**config.mk**
```make
export PLATFORM = sky130hd
export DESIGN_NAME = periodic_slot_scheduler_flat
export DESIGN_NICKNAME = d
export VERILOG_FILES = /design/src/psch_pkg.sv /design/src/psch_ifs.sv /design/src/psch_cell.sv /design/src/psch_ctrl.sv /design/src/periodic_slot_scheduler.sv /design/src/flat_wrapper.sv
export VERILOG_INCLUDE_DIRS = /design/src /design/src/src
export SDC_FILE = /design/constraint.sdc
export NUM_CORES = 1
export LEC_CHECK = 0
export BUFFER_PORTS_ARGS = -buffer_cell sky130_fd_sc_hd__clkbuf_2
export CORE_UTILIZATION = 30
export CTS_BUF_LIST = sky130_fd_sc_hd__clkbuf_16
export DETAILED_ROUTE_END_ITERATION = 6
export GPL_TIMING_DRIVEN = 0
export PLACE_DENSITY_LB_ADDON = 0.2
export SETUP_SLACK_MARGIN = 0.1
export SLEW_MARGIN = 20
export SYNTH_ARGS = -nofsm -noshare
export SYNTH_HDL_FRONTEND = slang
export SYNTH_SLANG_ARGS = --single-unit
```
**constraint.sdc**
```tcl
create_clock -name clock -period 6.4 [get_ports clock]
set_clock_uncertainty 0.15 [all_clocks]
set_input_delay 0.64 -clock clock [delete_from_list [all_inputs] [get_ports clock]]
set_output_delay 0.64 -clock clock [all_outputs]
set_load 0.05 [all_outputs]
```
**src/periodic_slot_scheduler_defines.svh**
```systemverilog
// Assertion macros shared by the scheduler sources.
// Each macro samples on the rising edge of clock and is quiet while reset is high.
`ifndef PERIODIC_SLOT_SCHEDULER_DEFINES_SVH
`define PERIODIC_SLOT_SCHEDULER_DEFINES_SVH

`define PSCH_ASSERT_ALWAYS(lbl, cond, msg) \
   lbl: assert property (@(posedge clock) disable iff (reset) (cond)) else $error(msg);

`define PSCH_ASSERT_IMPLIES(lbl, ante, cons, msg) \
   lbl: assert property (@(posedge clock) disable iff (reset) (ante) |-> (cons)) \
      else $error(msg);

`define PSCH_ASSERT_NEXT(lbl, ante, cons, msg) \
   lbl: assert property (@(posedge clock) disable iff (reset) (ante) |=> (cons)) \
      else $error(msg);

`endif

```
**src/psch_pkg.sv**
```systemverilog
package psch_pkg;

   localparam int NUM_SLOTS      = 8;
   localparam int PERIOD_BITS    = 24;
   localparam int MAX_RESULTS    = 8;
   localparam int SLOT_BITS      = (NUM_SLOTS > 1) ? $clog2(NUM_SLOTS) : 1;
   localparam int COUNT_BITS     = $clog2(MAX_RESULTS + 1);
   localparam int INDEX_BITS     = 8;
   localparam int REQ_PERIOD_BITS = 24;
   localparam int MILLIS_BITS    = 32;

   typedef enum logic [1:0] {
      OP_TICK     = 2'd0,
      OP_ADD      = 2'd1,
      OP_RELEASE  = 2'd2,
      OP_DISPATCH = 2'd3
   } op_type;

   typedef logic [PERIOD_BITS-1:0] period_type;
   typedef logic [SLOT_BITS-1:0]   slot_type;

   // Command broadcast from the controller to every cell of the row.
   typedef struct packed {
      op_type                  op;
      logic [INDEX_BITS-1:0]   slot_index;
      logic                    handler_valid;
      period_type              period;
      logic                    shift;
      logic                    act;
      logic                    fire;
   } cell_cmd_type;

   // The request period is masked or widened to the stored width.
   function automatic period_type to_period(input logic [REQ_PERIOD_BITS-1:0] value);
      return period_type'(value);
   endfunction

endpackage

```
**src/psch_ifs.sv**
```systemverilog
interface psch_req_if;
   import psch_pkg::*;
   logic                         valid;
   logic                         ready;
   op_type                       opcode;
   logic [INDEX_BITS-1:0]        slot_index;
   logic                         handler_valid;
   logic [REQ_PERIOD_BITS-1:0]   period;

   modport source (output valid, opcode, slot_index, handler_valid, period, input ready);
   modport sink   (input valid, opcode, slot_index, handler_valid, period, output ready);
endinterface

interface psch_rsp_if;
   import psch_pkg::*;
   logic                     valid;
   logic                     ready;
   logic                     fired;
   logic [INDEX_BITS-1:0]    fired_slot;
   logic                     last_result;
   logic [MILLIS_BITS-1:0]   millis_now;

   modport source (output valid, fired, fired_slot, last_result, millis_now, input ready);
   modport sink   (input valid, fired, fired_slot, last_result, millis_now, output ready);
endinterface

```
**src/psch_cell.sv**
```systemverilog
module psch_cell (
   input  logic                    clock,
   input  logic                    reset,
   input  psch_pkg::slot_type      cell_index,
   input  psch_pkg::cell_cmd_type  cmd,
   input  logic                    token_in,
   output logic                    token_out,
   output logic                    due
);
   import psch_pkg::*;

   logic       occ_ff, occ_in;
   period_type period_ff, period_in;
   period_type count_ff, count_in;
   logic       token_ff, token_in_nxt;
   logic       sel;
   logic       match;

   assign sel   = token_ff && cmd.act;
   assign match = (cmd.slot_index == INDEX_BITS'(cell_index));

   always_comb begin
      occ_in    = occ_ff;
      period_in = period_ff;
      count_in  = count_ff;
      if (sel) begin
         unique case (cmd.op)
            OP_TICK: begin
               if (occ_ff && (count_ff != '0)) begin
                  count_in = count_ff - 1'b1;
               end
            end
            OP_ADD: begin
               if (match) begin
                  occ_in    = cmd.handler_valid;
                  period_in = cmd.period;
                  count_in  = cmd.period;
               end
            end
            OP_RELEASE: begin
               if (match) begin
                  occ_in    = 1'b0;
                  period_in = '0;
                  count_in  = '0;
               end
            end
            OP_DISPATCH: begin
               if (cmd.fire) begin
                  count_in = period_ff;
               end
            end
         endcase
      end
   end

   assign token_in_nxt = cmd.shift ? token_in : token_ff;

   always_ff @(posedge clock) begin
      if (reset) begin
         occ_ff    <= 1'b0;
         period_ff <= '0;
         count_ff  <= '0;
         token_ff  <= 1'b0;
      end else begin
         occ_ff    <= occ_in;
         period_ff <= period_in;
         count_ff  <= count_in;
         token_ff  <= token_in_nxt;
      end
   end

   assign token_out = token_ff;
   assign due       = occ_ff && (period_ff != '0) && (count_ff == '0);

endmodule

```
**src/psch_ctrl.sv**
```systemverilog
`include "periodic_slot_scheduler_defines.svh"

module psch_ctrl (
   input  logic                             clock,
   input  logic                             reset,
   psch_req_if.sink                         req_ch,
   psch_rsp_if.source                       rsp_ch,
   input  logic [psch_pkg::NUM_SLOTS-1:0]   due_vec,
   output psch_pkg::cell_cmd_type           cmd,
   output logic                             token_start
);
   import psch_pkg::*;

   typedef enum logic [2:0] {
      ST_IDLE = 3'b001,
      ST_SCAN = 3'b010,
      ST_DONE = 3'b100
   } state_type;

   state_type                   state_ff, state_in;
   op_type                      op_ff;
   logic [INDEX_BITS-1:0]       index_ff;
   logic                        hv_ff;
   period_type                  period_ff;
   logic [NUM_SLOTS-1:0]        pending_ff, pending_in;
   slot_type                    pos_ff, pos_in;
   logic [COUNT_BITS-1:0]       count_ff, count_in;
   logic [MILLIS_BITS-1:0]      millis_ff, millis_in;

   logic                        out_valid_ff, out_valid_in;
   logic                        out_fired_ff;
   logic [INDEX_BITS-1:0]       out_slot_ff;
   logic                        out_last_ff;
   logic [MILLIS_BITS-1:0]      out_millis_ff;

   logic                        accept;
   logic                        can_emit;
   logic                        is_due;
   logic                        stall;
   logic                        step;
   logic                        emit;
   logic                        emit_fired;
   logic [INDEX_BITS-1:0]       emit_slot;
   logic                        emit_last;
   logic [NUM_SLOTS-1:0]        later;

   assign req_ch.ready = (state_ff == ST_IDLE);
   assign accept       = req_ch.valid && req_ch.ready;
   assign can_emit     = !out_valid_ff || rsp_ch.ready;
   assign later        = pending_ff >> 1;

   // A slot is reported only while the per-request result budget lasts.
   assign is_due = (state_ff == ST_SCAN) && (op_ff == OP_DISPATCH) && pending_ff[0]
                   && (count_ff < COUNT_BITS'(MAX_RESULTS));
   assign stall  = is_due && !can_emit;
   assign step   = (state_ff == ST_SCAN) && !stall;

   always_comb begin
      state_in   = state_ff;
      pending_in = pending_ff;
      pos_in     = pos_ff;
      count_in   = count_ff;
      millis_in  = millis_ff;
      emit       = 1'b0;
      emit_fired = 1'b0;
      emit_slot  = '0;
      emit_last  = 1'b1;
      unique case (state_ff)
         ST_IDLE: begin
            if (accept) begin
               state_in   = ST_SCAN;
               pending_in = due_vec;
               pos_in     = '0;
               count_in   = '0;
               if (req_ch.opcode == OP_TICK) begin
                  millis_in = millis_ff + 1'b1;
               end
            end
         end
         ST_SCAN: begin
            if (step) begin
               pending_in = later;
               pos_in     = pos_ff + 1'b1;
               if (is_due) begin
                  count_in   = count_ff + 1'b1;
                  emit       = 1'b1;
                  emit_fired = 1'b1;
                  emit_slot  = INDEX_BITS'(pos_ff);
                  emit_last  = (count_ff == COUNT_BITS'(MAX_RESULTS - 1)) || (later == '0);
               end
               if (pos_ff == SLOT_BITS'(NUM_SLOTS - 1)) begin
                  state_in = ST_DONE;
               end
            end
         end
         ST_DONE: begin
            if (count_ff != '0) begin
               state_in = ST_IDLE;
            end else if (can_emit) begin
               emit     = 1'b1;
               state_in = ST_IDLE;
            end
         end
         default: begin
            state_in = ST_IDLE;
         end
      endcase
   end

   always_comb begin
      out_valid_in = out_valid_ff;
      if (emit) begin
         out_valid_in = 1'b1;
      end else if (rsp_ch.ready) begin
         out_valid_in = 1'b0;
      end
   end

   always_ff @(posedge clock) begin
      if (reset) begin
         state_ff     <= ST_IDLE;
         pending_ff   <= '0;
         pos_ff       <= '0;
         count_ff     <= '0;
         millis_ff    <= '0;
         out_valid_ff <= 1'b0;
      end else begin
         state_ff     <= state_in;
         pending_ff   <= pending_in;
         pos_ff       <= pos_in;
         count_ff     <= count_in;
         millis_ff    <= millis_in;
         out_valid_ff <= out_valid_in;
      end
   end

   always_ff @(posedge clock) begin
      if (accept) begin
         op_ff     <= req_ch.opcode;
         index_ff  <= req_ch.slot_index;
         hv_ff     <= req_ch.handler_valid;
         period_ff <= to_period(req_ch.period);
      end
      if (emit) begin
         out_fired_ff  <= emit_fired;
         out_slot_ff   <= emit_slot;
         out_last_ff   <= emit_last;
         out_millis_ff <= millis_ff;
      end
   end

   always_comb begin
      cmd.op            = op_ff;
      cmd.slot_index    = index_ff;
      cmd.handler_valid = hv_ff;
      cmd.period        = period_ff;
      cmd.shift         = accept || step;
      cmd.act           = step;
      cmd.fire          = is_due;
   end
   assign token_start = accept;

   assign rsp_ch.valid       = out_valid_ff;
   assign rsp_ch.fired       = out_fired_ff;
   assign rsp_ch.fired_slot  = out_slot_ff;
   assign rsp_ch.last_result = out_last_ff;
   assign rsp_ch.millis_now  = out_millis_ff;

   `PSCH_ASSERT_ALWAYS(a_count_bound, count_ff <= COUNT_BITS'(MAX_RESULTS), "result budget exceeded")
   `PSCH_ASSERT_NEXT(a_accept_scan, accept, state_ff == ST_SCAN, "request did not start a scan")
   `PSCH_ASSERT_NEXT(a_stall_hold, stall, $stable(pos_ff) && $stable(pending_ff), "scan moved while stalled")
   `PSCH_ASSERT_IMPLIES(a_emit_room, emit, can_emit, "result written over an untaken one")

endmodule

```
**src/periodic_slot_scheduler.sv**
```systemverilog
// Periodic slot scheduler: a row of slot cells visited by a token, one slot per cycle.
// Each request runs in steps: the accept, a visit to each slot in turn, then a finishing step.
// Results are registered and appear in the cycle after the slot that causes them; a request
// with no fired slot gives its single result once the scan is done. A stalled result holds the scan.
// Synchronous active-high reset clears all slots, the tick counter and the result valid flag.
`include "periodic_slot_scheduler_defines.svh"

module periodic_slot_scheduler (
   input  logic          clock,
   input  logic          reset,
   psch_req_if.sink      req_ch,
   psch_rsp_if.source    rsp_ch
);
   import psch_pkg::*;

   cell_cmd_type            cmd;
   logic                    token_start;
   logic [NUM_SLOTS-1:0]    tokens;
   logic [NUM_SLOTS-1:0]    due_vec;

   psch_ctrl u_ctrl (
      .clock       (clock),
      .reset       (reset),
      .req_ch      (req_ch),
      .rsp_ch      (rsp_ch),
      .due_vec     (due_vec),
      .cmd         (cmd),
      .token_start (token_start)
   );

   for (genvar i = 0; i < NUM_SLOTS; i++) begin : g_cell
      logic token_feed;
      if (i == 0) begin : g_head
         assign token_feed = token_start;
      end else begin : g_body
         assign token_feed = tokens[i-1];
      end
      psch_cell u_cell (
         .clock      (clock),
         .reset      (reset),
         .cell_index (SLOT_BITS'(i)),
         .cmd        (cmd),
         .token_in   (token_feed),
         .token_out  (tokens[i]),
         .due        (due_vec[i])
      );
   end

   `PSCH_ASSERT_ALWAYS(a_one_token, $onehot0(tokens), "more than one slot holds the token")

endmodule
```
**src/flat_wrapper.sv**
```systemverilog
// flat-port wrapper written by rule: the top's interface ports become plain ports
module periodic_slot_scheduler_flat import psch_pkg::*;
  (clock, reset, req_ch_valid, req_ch_opcode, req_ch_slot_index, req_ch_handler_valid, req_ch_period, req_ch_ready, rsp_ch_valid, rsp_ch_fired, rsp_ch_fired_slot, rsp_ch_last_result, rsp_ch_millis_now, rsp_ch_ready);
  psch_req_if req_ch_i ();
  psch_rsp_if rsp_ch_i ();
  input  logic clock;
  input  logic reset;
  input wire logic [$bits(req_ch_i.valid)-1:0] req_ch_valid;
  input wire logic [$bits(req_ch_i.opcode)-1:0] req_ch_opcode;
  input wire logic [$bits(req_ch_i.slot_index)-1:0] req_ch_slot_index;
  input wire logic [$bits(req_ch_i.handler_valid)-1:0] req_ch_handler_valid;
  input wire logic [$bits(req_ch_i.period)-1:0] req_ch_period;
  output wire logic [$bits(req_ch_i.ready)-1:0] req_ch_ready;
  output wire logic [$bits(rsp_ch_i.valid)-1:0] rsp_ch_valid;
  output wire logic [$bits(rsp_ch_i.fired)-1:0] rsp_ch_fired;
  output wire logic [$bits(rsp_ch_i.fired_slot)-1:0] rsp_ch_fired_slot;
  output wire logic [$bits(rsp_ch_i.last_result)-1:0] rsp_ch_last_result;
  output wire logic [$bits(rsp_ch_i.millis_now)-1:0] rsp_ch_millis_now;
  input wire logic [$bits(rsp_ch_i.ready)-1:0] rsp_ch_ready;
  assign req_ch_i.valid = req_ch_valid;
  assign req_ch_i.opcode = req_ch_opcode;
  assign req_ch_i.slot_index = req_ch_slot_index;
  assign req_ch_i.handler_valid = req_ch_handler_valid;
  assign req_ch_i.period = req_ch_period;
  assign req_ch_ready = req_ch_i.ready;
  assign rsp_ch_valid = rsp_ch_i.valid;
  assign rsp_ch_fired = rsp_ch_i.fired;
  assign rsp_ch_fired_slot = rsp_ch_i.fired_slot;
  assign rsp_ch_last_result = rsp_ch_i.last_result;
  assign rsp_ch_millis_now = rsp_ch_i.millis_now;
  assign rsp_ch_i.ready = rsp_ch_ready;
  periodic_slot_scheduler u_core (.clock(clock), .reset(reset), .req_ch(req_ch_i), .rsp_ch(rsp_ch_i));
endmodule
```
# After elaboration in Yosys (flattened, before gate mapping)
# Index checks and enable logic that the tools add are counted.
dict set report totals {
  input_bits 39
  regBits 528
}
dict set report op_classes {
  reduce_logical 98
  muxes 95
  order_cmp 1
  n_addsub 11
  n_eq_ne 45
}
# op count
set ops {}
lappend ops {{24-bit two-way mux} 32}
lappend ops {{24-bit case mux with 4 select lines} 8}
lappend ops {{24-bit case mux with 2 select lines} 8}
lappend ops {{24-bit nonzero test} 16}
lappend ops {{24-bit zero test} 8}
lappend ops {{24-bit by 1-bit subtractor with 24-bit output (second input constant)} 8}
lappend ops {{2-bit inequality test (second input constant)} 27}
lappend ops {{4-bit AND reduction} 10}
lappend ops {{5-bit AND reduction} 8}
lappend ops {{1-bit logical AND} 38}
lappend ops {{32-bit by 1-bit adder with 32-bit output (second input constant)} 1}
lappend ops {{8-bit by 3-bit == test with 1-bit output (second input constant)} 4}
lappend ops {{1-bit two-way mux} 22}
lappend ops {{3-bit two-way mux} 7}
lappend ops {{1-bit case mux with 2 select lines} 9}
lappend ops {{8-bit by 2-bit == test with 1-bit output (second input constant)} 2}
lappend ops {{8-bit zero test} 2}
lappend ops {{8-bit two-way mux} 2}
lappend ops {{8-bit case mux with 2 select lines} 1}
lappend ops {{4-bit two-way mux} 3}
lappend ops {{3-bit case mux with 3 select lines} 1}
lappend ops {{3-bit AND reduction} 3}
lappend ops {{8-bit by 1-bit == test with 1-bit output (second input constant)} 1}
lappend ops {{4-bit case mux with 2 select lines} 1}
lappend ops {{18 further kinds} 28}

# Depth between registers and ports, before layout
dict set report depth {
  word_depth 10
  ltp_mapped 12
  ltp_nobuf 8
}

# Hierarchy
# From an unflattened synthesis, not the netlist that was laid out.
dict set report hier_totals {
  cells_unflattened 3341
  hier_area_um2 28473.6
}
# mod area_each_um2 n_inst cells_per_inst
set modules_own_cells {}
lappend modules_own_cells {psch_cell 2945.3 8 368}
lappend modules_own_cells {psch_ctrl 4903.5 1 395}
lappend modules_own_cells {periodic_slot_scheduler 7.5 1 2}

# Worst setup path before layout
# Ideal clock, no wire load.
dict set report synth_timing {
  path_type {register to register}
  from {register u_core.u_ctrl.state_ff[1]}
  to {register u_core.u_ctrl.out_fired_ff, in the netlist u_core.u_ctrl.rsp_ch.fired (enable)}
  setup_slack_ns 1.926
  stages_incl_launch_ff 5
  arrival_ns 3.836
  required_time_ns 5.762
  synth_period_minus_slack_ns 4.474
  cell_sequence {dfxtp_1 -> nor3b_1 -> buf_2 -> nand2_1 -> a211oi_1}
}
dict set report synth_via {
  elab_chain_cells 9
  elab_cells_between_ends 11
}
# item line
set synth_lines {}
lappend synth_lines {{start, declared} psch_ctrl.sv:20} ;# state_type state_ff, state_in;
lappend synth_lines {{start signal, assigned} psch_ctrl.sv:128} ;# state_ff <= state_in;
lappend synth_lines {{3-bit by 2-bit == test with 1-bit output} {psch_ctrl.sv:53, psch_ctrl.sv:56, psch_ctrl.sv:68}}
lappend synth_lines {{1-bit logical AND (2 in a row)} psch_ctrl.sv:53} ;# assign is_due = (state_ff == ST_SCAN) && (op_ff == OP_DISPATCH) && pending_ff[0]
lappend synth_lines {{1-bit logical AND} psch_ctrl.sv:54} ;# && (count_ff < COUNT_BITS'(MAX_RESULTS));
lappend synth_lines {{1-bit logical AND} psch_ctrl.sv:55} ;# assign stall = is_due && !can_emit;
lappend synth_lines {{1-bit zero test} psch_ctrl.sv:56} ;# assign step = (state_ff == ST_SCAN) && !stall;
lappend synth_lines {{1-bit logical AND} psch_ctrl.sv:56}
lappend synth_lines {{1-bit two-way mux} psch_ctrl.sv:81} ;# if (step) begin
lappend synth_lines {{1-bit case mux with 2 select lines (*)} psch_ctrl.sv:68} ;# unique case (state_ff)
lappend synth_lines {{via u_core.u_ctrl.emit} psch_ctrl.sv:41} ;# logic emit;
lappend synth_lines {{end signal, assigned} psch_ctrl.sv:145} ;# out_fired_ff <= emit_fired;
lappend synth_lines {{end, declared} psch_ctrl.sv:31} ;# logic out_fired_ff;
# Mark *: on every way through the listed nets, which the timed path passes. The rest lies on a longest branch.
# A chain may end at the register's enable or synchronous reset.

# Worst setup path after layout
dict set report layout_timing {
  from {register u_core.u_ctrl.op_ff[0]}
  to {register u_core.g_cell[6].u_cell.count_ff[7]}
}
dict set report layout_via {
  elab_chain_cells 9
  elab_cells_between_ends 17
}
# item line
set layout_lines {}
lappend layout_lines {{start, declared} psch_ctrl.sv:21} ;# op_type op_ff;
lappend layout_lines {{start signal, assigned} psch_ctrl.sv:139} ;# op_ff <= req_ch.opcode;
lappend layout_lines {{2-bit == test} {psch_cell.sv:27, psch_ctrl.sv:53}}
lappend layout_lines {{1-bit logical AND (2 in a row)} psch_ctrl.sv:53}
lappend layout_lines {{1-bit logical AND} psch_ctrl.sv:54}
lappend layout_lines {{1-bit logical AND} psch_ctrl.sv:55}
lappend layout_lines {{1-bit zero test} psch_ctrl.sv:56}
lappend layout_lines {{1-bit logical AND} psch_ctrl.sv:56}
lappend layout_lines {{1-bit logical AND} psch_cell.sv:19} ;# assign sel = token_ff && cmd.act;
lappend layout_lines {{5-bit AND reduction (no line)} -}
lappend layout_lines {{end signal, assigned} psch_cell.sv:67} ;# count_ff <= count_in;
lappend layout_lines {{end, declared} psch_cell.sv:14} ;# period_type count_ff, count_in;
# Parallel ways exist; a longest one is shown, timed or not.

==> qor.yml <==
outcome:
  outcome: "complete, no violations"
floorplan:
  num_rows: 107
  io_pins: 83
  initial_utilization: 0.3050
  core_area_mm2: 0.08582
  die_h_um: 297.4
  die_x_um: 297.4
  die_area_mm2: 0.08844
pwr:
  leakage_nw: 11.98
  p_per_area_mw_per_mm2: 268.1
  vdd_drop_max_mv: 0.2207
synth:
  synth_largest_area_cell: "dfxtp_1"
  ys_warn_count: 0
  ys.flop_type: "dfxtp_1"
  synthesis.area_mm2: 0.02618
  ys_ff_latch: 523
  synth-async-reset-ratio: 0
  postSynthAreaPerCell_um2: 8.196
  synth_edf_count: 72
  ys_types: 94
  syn_inst: 3194
  yosysSeqAreaShare: 0.4275
  synth.top_cell.area_share: 0.3449
  synth_area_leaders: "dfxtp_1, edfxtp_1, a21oi_1"
route:
  maxUsedRoutingLayer: "met5"
  detailroute.wirelength.met3_mm: 17.66
  vias: 27960
  drcViolationCount: 0
  avgViaCountPerCell: 6.105
  first_iter_violations: 4053
  drt-total-wl_mm: 137.6
  postRouteAntennaNets: 0
  wire_per_inst_um: 30.05
  wl_met1_mm: 55.68
  firstDrtPassIters: 6
  wl_met2_mm: 54.65
grt:
  grt_start_max_net_pins: 28
  overflow: 0
  antenna_found_initial: 13
  grt_pass1_wl_mm: 190.3
  track_usage: 0.2987
  grt_pass1_vias: 25300
worst_setup_path:
  r2r_cells: 10
  cp-end-kind: "flop"
  critPathLaunchType: "flop"
  arrival_ns: 5.49
  cp.required_ns: 6.74
  critPathKind: "flop to flop"
  critPathMaxFanout: 10
cts:
  clk_pin_slew_worst_paths_ns: 0.06
  clock_path_buffers: 3
  cts_setup_buffers: 0
  cts_tree: "done"
  ctsHtreeMaxLevel: 2
  clock-sinks: 523
  clock_latency_ns: 0.69
  cts_buffers: 60
  root_buffer: "clkbuf_16"
final_layout:
  layout-drive-gt1-share: 0.1052
  fin_nets: 3446
  fin_cells: 4580
  area_growth_pct: 17.47
sta:
  hold_violations: 0
  drv_slew: 0
  relSlewSlack: 0.03945
  period_share: 0.8039
  fmaxAchievable_mhz: 194.4
  whs_ns: 0.02241
  rsz0062_at_grt: "no"
  min_period_ns: 5.145
  tightestPinTransition_ns: 1.441
  finalSetupViolations: 0
hold_path:
  whs_path_depth: 1
  hold_path.class: "input pin to flop"
placement:
  port_buffers: 77
  gp_congestion: 1.026
  placed_cells: 4431
  dp_hpwl_mm: 94.99
job:
  cap_violations: 0
## registers in the layout (all words and copies together), names as in the netlist
register	cells
u_core.g_cell.u_cell.count_ff	192
u_core.g_cell.u_cell.occ_ff	8
u_core.g_cell.u_cell.period_ff	192
u_core.g_cell.u_cell.token_out	8
u_core.u_ctrl.count_ff	4
u_core.u_ctrl.hv_ff	1
u_core.u_ctrl.index_ff	8
u_core.u_ctrl.millis_ff	32
u_core.u_ctrl.op_ff	2
u_core.u_ctrl.pending_ff	8
u_core.u_ctrl.period_ff	24
u_core.u_ctrl.pos_ff	3
u_core.u_ctrl.rsp_ch.fired	1
u_core.u_ctrl.rsp_ch.fired_slot	3
u_core.u_ctrl.rsp_ch.last_result	1
u_core.u_ctrl.rsp_ch.millis_now	32
u_core.u_ctrl.rsp_ch.valid	1
u_core.u_ctrl.state_ff	3
## stage by stage
stage                     utilization  setup WS, ns  setup TNS (ns)  cell area [um2]  total power [mW]
after floorplan                     -         1.926               0            26190             3.878
after global placement         0.3264       -0.5217          -19.13            28010             4.479
after detailed placement       0.3301         1.628               0            28330             4.504
after CTS                      0.3580         1.562               0            30720             8.162
after global routing           0.3582         1.498               0            30740             8.340
final                          0.3583         1.255               0            30750             8.245
## critical path: stages (launching register included)
cell and delay [ns]:
edfxtp_1 0.44, inv_1 0.09, ha_1 0.19, clkbuf_2 0.38, inv_1 0.72, buf_1 0.75, clkbuf_1 0.83, clkbuf_1 0.79
nor2_1 0.34, nand3_1 0.18, o31ai_1 0.08
## layout by cell type, fill, tap and decap left out, types with 18 or more instances in the layout
cell type / instances
a211oi_1: 49
a21oi_1: 387
a221oi_1: 23
a31oi_1: 57
a32oi_1: 20
and2_1: 23
and3_1: 18
buf_2: 33
clkbuf_1: 147
clkbuf_16: 60
clkbuf_2: 124
dfxtp_1: 451
dlygate4sd3_1: 34
edfxtp_1: 72
ha_1: 25
inv_1: 58
mux2i_1: 129
nand2_1: 473
nand3_1: 47
nand4_1: 38
nor2_1: 320
nor2b_1: 31
nor3_1: 105
nor4_1: 91
o21a_1: 24
o21ai_0: 132
o221a_2: 32
or3_1: 25
or4_1: 19
xor2_1: 24
## cells in the mapped netlist, types with 8 or more instances
cell type  number
a211oi_1       50
a21o_1         14
a21oi_1       396
a221oi_1       23
a22oi_1         9
a31o_2         17
a31oi_1        57
a32o_1         10
a32oi_1        20
a41oi_1        17
and2_1         23
and3_1         18
and4_1         10
buf_1          13
buf_2          30
clkbuf_1      192
dfxtp_1       451
edfxtp_1       72
ha_1           25
inv_1          46
mux2i_1       129
nand2_1       473
nand2b_1       14
nand3_1        47
nand3b_1       10
nand4_1        38
nor2_1        320
nor2b_1        31
nor3_1        106
nor3b_1         8
nor4_1         94
o211ai_1        8
o21a_1         24
o21ai_0       132
o221a_2        32
o31ai_1        16
o41ai_1         8
or3_1          25
or4_1          19
xnor2_1        10
xor2_1         24
## repair_timing
action | 4_1_cts | 5_1_grt
resized for setup | 0 | 0
hold buffers | 33 | 0
endpoints found under the hold margin | 33 | 0
## cells by family after synthesis
logic type	share of synthesized area
AOI/OAI and AO/OA	0.2231
and+or+nand+nor	0.2294
buffers and inverters	0.04718
DFF	0.4275
xor gates and xnor gates	0.01138
other	0.0001433
muxes	0.04933
adders and majority gates	0.01195
## area by class of cell
class,count,area [um2]
Clock inverter,52,563.0
Sequential cell,523,11190
Buffer,249,1121
Multi-Input combinational cell,2379,13860
Fill cell,9005,55070
Clock buffer,60,1501
Tap cell,1144,1431
Timing Repair Buffer,122,892.1
Antenna cell,4,10.01
Inverter,47,176.4
## path summary, 6_finish.rpt
check                           slack (ns)                                startpoint                                                to
worst max-delay path                  1.26          u_core.u_ctrl.op_ff[0]$_DFFE_PP_  u_core.g_cell[6].u_cell.count_ff[7]$_SDFFE_PP0P_
worst min-delay path                  0.02                          req_ch_opcode[0]                  u_core.u_ctrl.op_ff[0]$_DFFE_PP_
worst max register to register        1.26          u_core.u_ctrl.op_ff[0]$_DFFE_PP_  u_core.g_cell[6].u_cell.count_ff[7]$_SDFFE_PP0P_
worst min register to register        0.30  u_core.u_ctrl.millis_ff[31]$_SDFFE_PP0P_     u_core.u_ctrl.rsp_ch.millis_now[31]$_DFFE_PP_
## where the power goes
part	total (mW)	switching [mW]	internal [mW]
Combinational	1.14	0.923	0.220
Clock	3.70	1.59	2.11
Sequential	3.40	0.0403	3.36
Total	8.24	2.55	5.69
## routing by layer
layer | up-vias | track usage
li1 | 12050 | -
met1 | 13540 | 0.3989
met2 | 1907 | 0.4172
met3 | 458 | 0.09202
met4 | 8 | 0.1823
met5 | - | 0
Power figures use the tool's default switching activity.
